`src/rtl/diff_drive_turn_state_steering_top_defines.svh`:
```
// Assertion macros for the steering block.
`ifndef DIFF_DRIVE_TURN_STATE_STEERING_TOP_DEFINES_SVH
`define DIFF_DRIVE_TURN_STATE_STEERING_TOP_DEFINES_SVH

// same-cycle implication
`define DDTS_ASSERT_HOLDS(label, clk, rst_n, ante, cons) \
    label: assert property (@(posedge clk) disable iff (!rst_n) (ante) |-> (cons)) \
        else $error("ddts: same-cycle check failed");

// next-cycle implication
`define DDTS_ASSERT_NEXT(label, clk, rst_n, ante, cons) \
    label: assert property (@(posedge clk) disable iff (!rst_n) (ante) |=> (cons)) \
        else $error("ddts: next-cycle check failed");

`endif

```
`src/rtl/ddts_pkg.sv`:
```
package ddts_pkg;

    localparam int ANGLE_ITERATIONS_DEF = 16;
    localparam int ATAN_ROWS = 24;
    localparam int ATAN_IW   = 5;

    // CORDIC datapath
    localparam int CRD_W = 33;
    localparam int ANG_W = 31;

    // shared shift-subtract unit
    localparam int RD_W       = 20;
    localparam int STEP_CW    = 4;
    localparam int SQRT_STEPS = 16;
    localparam int DIV_STEPS  = 15;

    localparam logic [1:0] TURN_NONE = 2'd0;
    localparam logic [1:0] TURN_SOFT = 2'd1;
    localparam logic [1:0] TURN_HARD = 2'd2;

    localparam logic [1:0] CFG_HARD = 2'd0;
    localparam logic [1:0] CFG_SOFT = 2'd1;
    localparam logic [1:0] CFG_NONE = 2'd2;
    localparam logic [1:0] CFG_MAXV = 2'd3;

    typedef struct packed {
        logic start;
        logic div_mode;
    } t_rdiv_ctl;

    // atan(2^-i), pi = 2^31
    function automatic logic [31:0] atan_row(input logic [ATAN_IW-1:0] idx);
        logic [31:0] v;
        case (idx)
            5'd0:    v = 32'h20000000;
            5'd1:    v = 32'h12E4051E;
            5'd2:    v = 32'h09FB385B;
            5'd3:    v = 32'h051111D4;
            5'd4:    v = 32'h028B0D43;
            5'd5:    v = 32'h0145D7E1;
            5'd6:    v = 32'h00A2F61E;
            5'd7:    v = 32'h00517C55;
            5'd8:    v = 32'h0028BE53;
            5'd9:    v = 32'h00145F2F;
            5'd10:   v = 32'h000A2F98;
            5'd11:   v = 32'h000517CC;
            5'd12:   v = 32'h00028BE6;
            5'd13:   v = 32'h000145F3;
            5'd14:   v = 32'h0000A2FA;
            5'd15:   v = 32'h0000517D;
            5'd16:   v = 32'h000028BE;
            5'd17:   v = 32'h0000145F;
            5'd18:   v = 32'h00000A30;
            5'd19:   v = 32'h00000518;
            5'd20:   v = 32'h0000028C;
            5'd21:   v = 32'h00000146;
            5'd22:   v = 32'h000000A3;
            5'd23:   v = 32'h00000051;
            default: v = 32'h00000000;
        endcase
        return v;
    endfunction

    // hysteresis: hard check, then soft, then none
    function automatic logic [1:0] next_turn(
        input logic [1:0]  cur,
        input logic [15:0] m,
        input logic [15:0] hard_th,
        input logic [15:0] soft_th,
        input logic [15:0] none_th
    );
        logic [1:0] st;
        st = cur;
        if (st == TURN_HARD && m <= soft_th) st = TURN_SOFT;
        if (st == TURN_SOFT) begin
            if (m > hard_th) st = TURN_HARD;
            else if (m <= none_th) st = TURN_NONE;
        end
        if (st != TURN_SOFT && st != TURN_HARD) begin
            if (m > hard_th) st = TURN_HARD;
            else if (m > none_th) st = TURN_SOFT;
            else st = TURN_NONE;
        end
        return st;
    endfunction

    function automatic logic signed [15:0] sat16(input logic signed [16:0] v);
        logic signed [15:0] r;
        if (v > 17'sd32767) r = 16'sh7FFF;
        else if (v < -17'sd32768) r = 16'sh8000;
        else r = v[15:0];
        return r;
    endfunction

endpackage

```
`src/rtl/ddts_cordic.sv`:
```
module ddts_cordic
    import ddts_pkg::*;
#(
    parameter int ANGLE_ITERATIONS = ANGLE_ITERATIONS_DEF
) (
    input  logic             i_clk,
    input  logic             i_rst_n,
    input  logic             i_start,
    input  logic [16:0]      i_ax,
    input  logic [16:0]      i_ay,
    output logic             o_busy,
    output logic [ANG_W-1:0] o_angle
);

    localparam int CW = $clog2(ANGLE_ITERATIONS);

    logic                    r_busy;
    logic [CW-1:0]           r_i;
    logic signed [CRD_W-1:0] r_x, r_y, r_z;
    logic                    r_ax_zero, r_ay_zero;

    logic signed [CRD_W-1:0] x_sh, y_sh, atan_s;
    logic signed [CRD_W-1:0] n_x, n_y, n_z;

    always_comb begin
        x_sh   = r_x >>> r_i;
        y_sh   = r_y >>> r_i;
        atan_s = $signed({1'b0, atan_row(ATAN_IW'(r_i))});
        if (r_y > 0) begin
            n_x = r_x + y_sh;
            n_y = r_y - x_sh;
            n_z = r_z + atan_s;
        end else begin
            n_x = r_x - y_sh;
            n_y = r_y + x_sh;
            n_z = r_z - atan_s;
        end
    end

    always_ff @(posedge i_clk) begin
        if (!i_rst_n) begin
            r_busy <= 1'b0;
        end else if (i_start) begin
            r_busy <= 1'b1;
        end else if (r_busy && r_i == CW'(ANGLE_ITERATIONS - 1)) begin
            r_busy <= 1'b0;
        end
    end

    always_ff @(posedge i_clk) begin
        if (i_start) begin
            r_x       <= $signed({2'b00, i_ax, 14'd0});
            r_y       <= $signed({2'b00, i_ay, 14'd0});
            r_z       <= '0;
            r_i       <= '0;
            r_ax_zero <= (i_ax == '0);
            r_ay_zero <= (i_ay == '0);
        end else if (r_busy) begin
            r_x <= n_x;
            r_y <= n_y;
            r_z <= n_z;
            r_i <= r_i + CW'(1);
        end
    end

    // axis cases are exact; otherwise clamp into 0..pi/2
    always_comb begin
        if (r_ay_zero) o_angle = '0;
        else if (r_ax_zero) o_angle = ANG_W'(1) << 30;
        else if (r_z < 0) o_angle = '0;
        else if (r_z > $signed(CRD_W'(1) << 30)) o_angle = ANG_W'(1) << 30;
        else o_angle = r_z[ANG_W-1:0];
    end

    assign o_busy = r_busy;

endmodule

```
`src/rtl/ddts_rdiv.sv`:
```
module ddts_rdiv
    import ddts_pkg::*;
(
    input  logic        i_clk,
    input  logic        i_rst_n,
    input  t_rdiv_ctl   i_ctl,
    input  logic [31:0] i_operand,
    input  logic [16:0] i_divisor,
    output logic        o_busy,
    output logic [15:0] o_res
);

    logic               r_busy;
    logic               r_div;
    logic [STEP_CW-1:0] r_cnt;
    logic [RD_W-1:0]    r_rem;
    logic [31:0]        r_src;
    logic [15:0]        r_res;
    logic [16:0]        r_dsor;

    logic [RD_W-1:0] rem_sh, trial, diff;
    logic            ge;

    // one compare-subtract, fed as root digit or quotient digit
    always_comb begin
        if (r_div) begin
            rem_sh = {r_rem[RD_W-2:0], r_src[31]};
            trial  = RD_W'(r_dsor);
        end else begin
            rem_sh = {r_rem[RD_W-3:0], r_src[31:30]};
            trial  = {2'b00, r_res, 2'b01};
        end
        ge   = (rem_sh >= trial);
        diff = rem_sh - trial;
    end

    always_ff @(posedge i_clk) begin
        if (!i_rst_n) begin
            r_busy <= 1'b0;
        end else if (i_ctl.start) begin
            r_busy <= 1'b1;
        end else if (r_busy && r_cnt == '0) begin
            r_busy <= 1'b0;
        end
    end

    always_ff @(posedge i_clk) begin
        if (i_ctl.start) begin
            r_div  <= i_ctl.div_mode;
            r_dsor <= i_divisor;
            r_res  <= '0;
            if (i_ctl.div_mode) begin
                // quotient is known to fit DIV_STEPS bits
                r_rem <= RD_W'(i_operand[31:DIV_STEPS]);
                r_src <= {i_operand[DIV_STEPS-1:0], (32 - DIV_STEPS)'(0)};
                r_cnt <= STEP_CW'(DIV_STEPS - 1);
            end else begin
                r_rem <= '0;
                r_src <= i_operand;
                r_cnt <= STEP_CW'(SQRT_STEPS - 1);
            end
        end else if (r_busy) begin
            r_rem <= ge ? diff : rem_sh;
            r_res <= {r_res[14:0], ge};
            r_src <= r_div ? {r_src[30:0], 1'b0} : {r_src[29:0], 2'b00};
            r_cnt <= r_cnt - STEP_CW'(1);
        end
    end

    assign o_busy = r_busy;
    assign o_res  = r_res;

endmodule

```
`src/rtl/diff_drive_turn_state_steering_top.sv`:
```
// Differential-drive steering with a three-state turn mode. Each accepted beat
// carries a Q8.8 heading vector; the block finds its binary angle (pi = 32768)
// with an iterative CORDIC and its length with a bit-serial square root, moves
// the kept turn mode (none, soft, hard) with hysteresis, and returns one beat
// with both wheel speeds and the new mode. One heading is in flight at a time.
// The time for one heading is set by the shared shift-subtract unit (16 root
// steps, then 15 quotient steps for the soft-turn ratio); the CORDIC runs
// alongside the root and lengthens the wait only when ANGLE_ITERATIONS exceeds
// 19. Threshold and speed registers are written through the cfg port; the user
// must write them only while idle, and the block does not enforce it.
`include "diff_drive_turn_state_steering_top_defines.svh"

module diff_drive_turn_state_steering_top
    import ddts_pkg::*;
#(
    parameter int ANGLE_ITERATIONS = ANGLE_ITERATIONS_DEF
) (
    input  logic               i_clk,
    input  logic               i_rst_n,
    input  logic               i_cfg_we,
    input  logic [1:0]         i_cfg_index,
    input  logic [15:0]        i_cfg_data,
    input  logic               i_in_valid,
    output logic               o_in_stall,
    input  logic signed [15:0] i_heading_x,
    input  logic signed [15:0] i_heading_y,
    output logic               o_out_valid,
    input  logic               i_out_stall,
    output logic signed [15:0] o_left_speed,
    output logic signed [15:0] o_right_speed,
    output logic [1:0]         o_turn_mode
);

    localparam logic [3:0] ST_IDLE = 4'd0;
    localparam logic [3:0] ST_SQX  = 4'd1;
    localparam logic [3:0] ST_SQY  = 4'd2;
    localparam logic [3:0] ST_ROOT = 4'd3;
    localparam logic [3:0] ST_WAIT = 4'd4;
    localparam logic [3:0] ST_MODE = 4'd5;
    localparam logic [3:0] ST_DIV  = 4'd6;
    localparam logic [3:0] ST_DIVW = 4'd7;
    localparam logic [3:0] ST_OUT  = 4'd8;

    logic [3:0]  r_state, n_state;
    logic [15:0] r_hard, r_soft, r_none;
    logic [14:0] r_max;
    logic [1:0]  r_turn;

    logic        r_xneg, r_yneg;
    logic [16:0] r_ax, r_ay;
    logic [31:0] r_acc;
    logic [15:0] r_m;
    logic        r_pos;
    logic [14:0] r_base;
    logic [14:0] r_d;

    logic               r_out_valid;
    logic signed [15:0] r_left, r_right;
    logic [1:0]         r_mode;

    logic        in_acc, out_free;
    logic [16:0] in_ax, in_ay;
    logic [16:0] mul_a, mul_b;
    logic [33:0] mul_p;
    logic [31:0] ang_full, ang_rnd;
    logic [15:0] m_c;
    logic [1:0]  turn_c;

    logic             cd_busy;
    logic [ANG_W-1:0] cd_angle;
    t_rdiv_ctl        rd_ctl;
    logic [31:0]      rd_operand;
    logic             rd_busy;
    logic [15:0]      rd_res;

    logic signed [16:0] s1, s2, sl, sr;

    assign o_in_stall = (r_state != ST_IDLE);
    assign in_acc     = i_in_valid && !o_in_stall;
    assign out_free   = !r_out_valid || !i_out_stall;

    assign in_ax = i_heading_x[15] ? (17'd0 - {i_heading_x[15], i_heading_x})
                                   : {1'b0, i_heading_x};
    assign in_ay = i_heading_y[15] ? (17'd0 - {i_heading_y[15], i_heading_y})
                                   : {1'b0, i_heading_y};

    ddts_cordic #(
        .ANGLE_ITERATIONS(ANGLE_ITERATIONS)
    ) u_cordic (
        .i_clk   (i_clk),
        .i_rst_n (i_rst_n),
        .i_start (in_acc),
        .i_ax    (in_ax),
        .i_ay    (in_ay),
        .o_busy  (cd_busy),
        .o_angle (cd_angle)
    );

    always_comb begin
        rd_ctl.start    = (r_state == ST_ROOT) || (r_state == ST_DIV);
        rd_ctl.div_mode = (r_state == ST_DIV);
        // 2*base*m + hard, rounded quotient over 2*hard
        rd_operand = (r_state == ST_DIV) ? ({r_acc[30:0], 1'b0} + {16'd0, r_hard})
                                         : r_acc;
    end

    ddts_rdiv u_rdiv (
        .i_clk     (i_clk),
        .i_rst_n   (i_rst_n),
        .i_ctl     (rd_ctl),
        .i_operand (rd_operand),
        .i_divisor ({r_hard, 1'b0}),
        .o_busy    (rd_busy),
        .o_res     (rd_res)
    );

    // one multiplier: squares, then base * m
    always_comb begin
        case (r_state)
            ST_SQX: begin
                mul_a = r_ax;
                mul_b = r_ax;
            end
            ST_SQY: begin
                mul_a = r_ay;
                mul_b = r_ay;
            end
            default: begin
                mul_a = {2'b00, r_base};
                mul_b = {1'b0, r_m};
            end
        endcase
        mul_p = mul_a * mul_b;
    end

    // unfold by the sign of x into 0..pi, then round to 16-bit binary angle
    always_comb begin
        ang_full = r_xneg ? (32'h8000_0000 - {1'b0, cd_angle}) : {1'b0, cd_angle};
        ang_rnd  = ang_full + 32'd32768;
        m_c      = ang_rnd[31:16];
        turn_c   = next_turn(r_turn, r_m, r_hard, r_soft, r_none);
    end

    always_comb begin
        n_state = r_state;
        case (r_state)
            ST_IDLE: if (in_acc) n_state = ST_SQX;
            ST_SQX:  n_state = ST_SQY;
            ST_SQY:  n_state = ST_ROOT;
            ST_ROOT: n_state = ST_WAIT;
            ST_WAIT: if (!rd_busy && !cd_busy) n_state = ST_MODE;
            ST_MODE: begin
                if (turn_c == TURN_SOFT && r_hard != '0) n_state = ST_DIV;
                else n_state = ST_OUT;
            end
            ST_DIV:  n_state = ST_DIVW;
            ST_DIVW: if (!rd_busy) n_state = ST_OUT;
            ST_OUT:  if (out_free) n_state = ST_IDLE;
            default: n_state = ST_IDLE;
        endcase
    end

    always_ff @(posedge i_clk) begin
        if (!i_rst_n) begin
            r_state <= ST_IDLE;
            r_turn  <= TURN_NONE;
            r_hard  <= 16'd16384;
            r_soft  <= 16'd8192;
            r_none  <= 16'd1820;
            r_max   <= 15'd2560;
        end else begin
            r_state <= n_state;
            if (r_state == ST_MODE) r_turn <= turn_c;
            if (i_cfg_we) begin
                case (i_cfg_index)
                    CFG_HARD: r_hard <= i_cfg_data;
                    CFG_SOFT: r_soft <= i_cfg_data;
                    CFG_NONE: r_none <= i_cfg_data;
                    CFG_MAXV: r_max  <= i_cfg_data[14:0];
                    default:  r_max  <= r_max;
                endcase
            end
        end
    end

    always_ff @(posedge i_clk) begin
        case (r_state)
            ST_IDLE: begin
                if (in_acc) begin
                    r_xneg <= i_heading_x[15];
                    r_yneg <= i_heading_y[15];
                    r_ax   <= in_ax;
                    r_ay   <= in_ay;
                end
            end
            ST_SQX: r_acc <= mul_p[31:0];
            ST_SQY: r_acc <= r_acc + mul_p[31:0];
            ST_WAIT: begin
                r_m    <= m_c;
                r_pos  <= (m_c != '0) && !r_yneg;
                r_base <= (rd_res < {1'b0, r_max}) ? rd_res[14:0] : r_max;
            end
            ST_MODE: begin
                r_acc <= mul_p[31:0];
                r_d   <= '0;
            end
            ST_DIVW: if (!rd_busy) r_d <= rd_res[14:0];
            default: r_acc <= r_acc;
        endcase
    end

    always_comb begin
        case (r_turn)
            TURN_SOFT: begin
                s1 = $signed({2'b00, r_base}) - $signed({2'b00, r_d});
                s2 = $signed({2'b00, r_base}) + $signed({2'b00, r_d});
            end
            TURN_HARD: begin
                s1 = -$signed({2'b00, r_max});
                s2 = $signed({2'b00, r_max});
            end
            default: begin
                s1 = $signed({2'b00, r_base});
                s2 = $signed({2'b00, r_base});
            end
        endcase
        // left turn puts the left wheel inside
        sl = r_pos ? s1 : s2;
        sr = r_pos ? s2 : s1;
    end

    always_ff @(posedge i_clk) begin
        if (!i_rst_n) begin
            r_out_valid <= 1'b0;
        end else if (r_state == ST_OUT && out_free) begin
            r_out_valid <= 1'b1;
        end else if (!i_out_stall) begin
            r_out_valid <= 1'b0;
        end
    end

    always_ff @(posedge i_clk) begin
        if (r_state == ST_OUT && out_free) begin
            r_left  <= sat16(sl);
            r_right <= sat16(sr);
            r_mode  <= r_turn;
        end
    end

    assign o_out_valid   = r_out_valid;
    assign o_left_speed  = r_left;
    assign o_right_speed = r_right;
    assign o_turn_mode   = r_mode;

    `DDTS_ASSERT_NEXT(a_busy_after_accept, i_clk, i_rst_n, in_acc, o_in_stall)
    `DDTS_ASSERT_HOLDS(a_rdiv_start_idle, i_clk, i_rst_n, rd_ctl.start, !rd_busy)
    `DDTS_ASSERT_HOLDS(a_hard_opposite, i_clk, i_rst_n,
        o_out_valid && o_turn_mode == TURN_HARD, o_left_speed == -o_right_speed)
    `DDTS_ASSERT_HOLDS(a_none_equal, i_clk, i_rst_n,
        o_out_valid && o_turn_mode == TURN_NONE, o_left_speed == o_right_speed)

endmodule
```
`config.mk`:
```
export PLATFORM = sky130hd
export DESIGN_NAME = diff_drive_turn_state_steering_top
export DESIGN_NICKNAME = d
export VERILOG_FILES = /design/src/rtl/ddts_pkg.sv /design/src/rtl/ddts_cordic.sv /design/src/rtl/ddts_rdiv.sv /design/src/rtl/diff_drive_turn_state_steering_top.sv
export VERILOG_INCLUDE_DIRS = /design/src /design/src/rtl
export SDC_FILE = /design/constraint.sdc
export NUM_CORES = 2
export LEC_CHECK = 0
export BUFFER_PORTS_ARGS = -buffer_cell sky130_fd_sc_hd__buf_2
export CELL_PAD_IN_SITES_DETAIL_PLACEMENT = 0
export CELL_PAD_IN_SITES_GLOBAL_PLACEMENT = 1
export CORE_MARGIN = 2
export CORE_UTILIZATION = 35
export DETAILED_ROUTE_END_ITERATION = 8
export PLACE_DENSITY_LB_ADDON = 0.3
export SLEW_MARGIN = 20
export SYNTH_ARGS = -nofsm -noshare
export SYNTH_HDL_FRONTEND = slang
export SYNTH_SLANG_ARGS = --single-unit
export TNS_END_PERCENT = 1
```
`constraint.sdc`:
```
create_clock -name i_clk -period 9 [get_ports i_clk]
set_clock_uncertainty 0.2 [all_clocks]
set_input_delay 0.45 -clock i_clk [delete_from_list [all_inputs] [get_ports i_clk]]
set_output_delay 0.45 -clock i_clk [all_outputs]
set_load 0.02 [all_outputs]
```
# After elaboration in Yosys (flattened, before gate mapping)
# Memory sizes are Yosys's and may differ from the RTL's. A register that Yosys moved wholly into a read port is not among the register bits.
# Index checks and enable logic that the tools add are counted.
# W data, S select, Z words.
# word_totals
reg_bits	414
rom_bits	480
inputBits	55
output_inout_bits	36
elab_cells	193
n_memories	1
# memory_table
name	words	word_bits	read_ports	rd_clocked_by_memory_dff	write_ports	line_no	rtl
(name not given)	16	30	1	1	0	ddts_pkg.sv:34	case (idx)
# classes
addsub	18
multipliers	1
order_cmp	13
n_eq_ne	23
shifts	2
muxes	61
reduce_logical	39
# ops
cell	n
$mux W31	8
$mux W32	6
$pmux W17 S2	3
$add A33 B33 Y33	3
$mux W33	3
$sub A33 B33 Y33	3
$mux W17	5
$sshr A33 B4 Y33	2
$pmux W32 S2	1
$mux W19	3
$mux W4	9
$pmux W4 S9	1
$gt A17 B16 Y1 const B	2
$logic_not A17 Y1	2
$lt A17 B16 Y1 const B	2
$sub A1 B16 Y17 const A	2
$gt A33 B1 Y1 const B	1
$gt A33 B32 Y1 const B	1
$lt A33 B1 Y1 const B	1
$add A32 B16 Y32	1
$add A32 B16 Y32 const B	1
$add A32 B32 Y32	1
$gt A16 B16 Y1	2
$le A16 B16 Y1	2
other kinds (37)	92

# Longest topological paths before layout
# depth
word_depth	13
ltp_mapped	42
mapped_depth_nobuf	38

# By module
# Synthesis repeated with hierarchy kept, for this count alone.
# hier_totals
cells_unflattened	5533
area_unflattened_um2	47147.7
# by_module_without_submodules
mod	instances	cells_per_inst	area_per_inst_um2	seq_area_each_um2
diff_drive_turn_state_steering_top	1	3091	25901.1	5875.6
ddts_cordic	1	1928	15813.9	3083.0
ddts_rdiv	1	514	5432.7	2532.4

# Worst setup path before layout
# No wires, ideal clock.
# synth_path
path_type	register to register
start	register r_state[1]
end	register r_acc[30] (data pin)
setup_time_ns	0.260
t_arrival_ns	8.674
t_required_ns	8.540
path_slack_ns	-0.134
stages_incl_launch_ff	36
path_buffers	4
synth_period_minus_slack_ns	9.134
path_cell_list	dfxtp_1 > clkbuf_1 > nand2b_1 > nor3_1 > nor2_1 > clkbuf_1 > clkbuf_1 > nand2_1 > nand2_1 > clkbuf_1 > nand2_1 > fa_1 > fa_1 > fa_1 > fa_1 > inv_1 > fa_1 > inv_1 > fa_1 > inv_1 > ha_1 > o21a_1 > or4_1 > a31oi_1 > xnor2_1 > ha_1 > a21oi_1 > nand2_1 > a21oi_1 > nor2_1 > a221oi_1 > a21oi_1 > a41o_1 > o221ai_1 > o31ai_1 > mux2_2
# synth_via
elab_chain_cells	5
elab_cells_between_ends	9
cone_classes	add/sub: 1; mul: 1; eq/ne: 3; mux: 3; reduce/logical: 1
# synth_lines
element	line_no	rtl
start: declaration	diff_drive_turn_state_steering_top.sv:44	logic [3:0] r_state, n_state;
start signal: assignment	diff_drive_turn_state_steering_top.sv:172	r_state <= n_state;
$eq A4 B2 Y1 or $eq A4 B1 Y1 (tied branches)	diff_drive_turn_state_steering_top.sv:119, diff_drive_turn_state_steering_top.sv:187	
$pmux W17 S2	diff_drive_turn_state_steering_top.sv:119	case (r_state)
$mul A17 B17 Y32	diff_drive_turn_state_steering_top.sv:133	mul_p = mul_a * mul_b;
$add A32 B32 Y32	diff_drive_turn_state_steering_top.sv:197	ST_SQY: r_acc <= r_acc + mul_p[31:0];
$pmux W32 S2 *	diff_drive_turn_state_steering_top.sv:187	case (r_state)
end signal: assignment	diff_drive_turn_state_steering_top.sv:196	ST_SQX: r_acc <= mul_p[31:0];
end signal: assignment	diff_drive_turn_state_steering_top.sv:197	
end signal: assignment	diff_drive_turn_state_steering_top.sv:204	r_acc <= mul_p[31:0];
end: declaration	diff_drive_turn_state_steering_top.sv:51	logic [31:0] r_acc;
# Mark *: on every way between the ends. The rest lies on a longest branch, timed or not.
# A chain may end at the register's enable or synchronous reset.

# Worst setup path in the final report
# layout_path
start	register r_state[0]
end	register r_acc[30] (data pin)
# Same word-level chain as after synthesis.

==> results_dict.tcl <==
set metrics [dict create \
    synthArstFlopShare_pct 0 \
    drv_slew 0 \
    routabilityCongestion 0.9537 \
    hold_viol 0 \
    grt_overflow_total 0 \
    rows 131 \
    synth_commonest_cells "nand2_1, inv_1, nor2_1, ha_1, a21oi_1" \
    ys_seq_elements 444 \
    critPathMaxFanout 7 \
    fin_crit_sh_pct 97.24 \
    wirelength_um 153600 \
    io_buffers 90 \
    clk_latency_ns 0.66 \
    relSlewSlack_pct 15.90 \
    status "complete, no violations" \
    multi_input_area_um2 31710 \
    worst-endpoint-required_ns 9.21 \
    postRouteAntennaNets 0 \
    finalInstanceArea_um2 52900 \
    dr_total_vias 38850 \
    numCtsBuffers 57 \
    cts_tree "done" \
    finalNetCount 6164 \
    drt-initial-drc-count 2634 \
    cpMostUsedCell "inv_1" \
    viasPerCell 5.384 \
    cp_slowest_cell "fa_1" \
    syn_area_um2 45220 \
    max_stage_delay_ns 0.54 \
    synth_cell_types 94 \
    clkTransAtPathRegs_ns 0.06 \
    dpl.hpwl_um 122000 \
    min-delay-path-class "input pin to register" \
    drc 0 \
    firstDrtPassIters 6 \
    htreeDepth 2 \
    synth_area_leaders "edfxtp_1, ha_1, fa_1, dfxtp_1, nand2_1" \
    rsz0062_at_grt "yes" \
    yosysMostFrequentCell "nand2_1" \
    cts_sinks 444 \
    drv_cap 0 \
    fin_crit_ns 8.752 \
    grt_first_pass_wirelength_um 233700 \
    wl_per_cell_um 21.28 \
    holdWs_ns 0.05396 \
    die_width_um 363.4 \
    ff_latch_area_um2 11480 \
    core_area_um2 127800 \
    finalSetupViolations 0 \
    critPathKind "register to register" \
    dpl_cell_area_um2 49450 \
    initial_utilization_pct 35.37 \
    die_height_um 363.4 \
    cp-start-kind "register" \
    synth_edf_count 257 \
    yosysTopAreaCell "edfxtp_1" \
    syn_inst 5196 \
    worst-endpoint-arrival_ns 8.96 \
    tightest_slew_ns 1.257 \
    ys_dominant_reg_cell "edfxtp_1" \
    die_area_um2 132100 \
    ioPinCount 91 \
    drive_gt1_share_pct 16.01 \
    synth_top_cell_area_share_pct 17.07 \
    critPathCaptureType "register" \
    grt_max_degree 68 \
    fill_cells 12905 \
    avgSynthCellArea_um2 8.703 \
    fmax_mhz 114.3 \
    root_buffer "clkbuf_16" \
    synth_seq_area_share_pct 25.35 \
    grtUsageTotal_pct 22.92 \
    clk_path_buf_depth 3 \
    yosysWarningCount 0 \
    grt_pass1_vias 38490 \
    antenna_found_initial 8 \
    area_growth_syn_to_layout_pct 16.98 \
]
[cell families (layout without fill, tap and decap cells)]
logic type / count (synthesis) / in the layout / share of synthesized area [%]
other cells: 1 / 3 / 0.008293
buf+inv: 729 / 1085 / 6.217
xor+xnor: 350 / 350 / 6.779
fa+ha+maj: 603 / 603 / 20.52
compound gates: 1129 / 1129 / 15.53
flops: 444 / 444 / 25.35
simple gates: 1646 / 1646 / 16.52
mux: 294 / 294 / 9.079
[stage by stage]
stage	TNS (ns)	utilization [%]	instances	setup WS, ns
4_1_cts	0	40.72	7181	0.01740
6_report	0	41.38	7216	0.2484
5_1_grt	-0.1016	41.37	7215	-0.04039
3_3_place_gp	-0.5389	38.68	7041	-0.1955
2_1_floorplan	0	-	5197	0.03684
3_5_place_dp	-0.9765	38.68	7041	-0.2601
[placed cells by master (no fill, tap or decap), types with 38 or more instances in the layout]
cell type / n
nand2_1: 614
inv_1: 500
nor2_1: 444
ha_1: 362
a21oi_1: 338
buf_4: 325
o21ai_0: 262
edfxtp_1: 257
fa_1: 222
xnor2_1: 208
dfxtp_1: 180
mux2i_1: 148
xor2_1: 133
buf_2: 90
a21o_1: 80
mux4_2: 75
nand3_1: 74
nor3_1: 73
mux2_2: 62
clkbuf_16: 59
nand2b_1: 54
nand4_1: 51
o21a_1: 48
and2_1: 42
o211ai_1: 40
o22ai_1: 39
a211oi_1: 38
[critical path, delay by kind of cell, from the launching register on]
family	cells	cell delay (ns)
muxes	1	0.26
AOI/OAI and AO/OA	9	1.62
and+or+nand+nor	12	1.65
xor gates and xnor gates	1	0.12
buffers and inverters	11	1.07
adders and majority gates	8	3.22
DFF	1	0.36
[final timing paths]
kind                   start  slack [ns]  cells past startpoint   endpoint
max               r_state[0]        0.25                     42  r_acc[30]
min          i_heading_x[14]        0.05                      2   r_ax[14]
max reg2reg       r_state[0]        0.25                     42  r_acc[30]
min reg2reg        r_soft[7]        0.26                      2  r_soft[7]
[registers in the layout (all words and copies together) (netlist names), 15 cells and up]
signal / count
u_cordic.r_z: 33
r_m: 16
r_max: 15
r_base: 15
r_d: 15
u_rdiv.r_src: 32
r_acc: 32
u_rdiv.r_rem: 19
o_left_speed: 16
u_rdiv.o_res: 16
r_hard: 16
u_cordic.r_x: 33
r_ax: 17
o_right_speed: 16
r_none: 16
r_soft: 16
u_cordic.atan_s: 30
r_ay: 17
u_rdiv.r_dsor: 16
u_cordic.r_y: 33
[routing by layer]
layer	part of all wire (%)	global-route usage [%]
met3	4.2	2.256
met2	48	39.57
met1	44	30.21
met4	3.2	6.891
met5	0.025	0
[cell type report]
cell class	count	share of cell area [%]
Multi-Input combinational cell	4024	59.94
Clock buffer	70	2.924
Antenna cell	1	0.004731
Tap cell	1662	3.931
Inverter	506	3.595
Clock inverter	36	0.8633
Timing Repair Buffer	473	7.041
Sequential cell	444	21.70
[repair_timing]
action                                  4_1_cts  5_1_grt
hold endpoints to repair                     71        0
resized for setup                            70      152
hold buffers                                 25        0
buffers inserted                              6       34
cloned                                        3        1
pin swaps                                     7      101
endpoints found under the setup margin        6       12
Power is not shown: default switching activity piles up to over one toggle a cycle in this logic, so the estimate is an artifact.
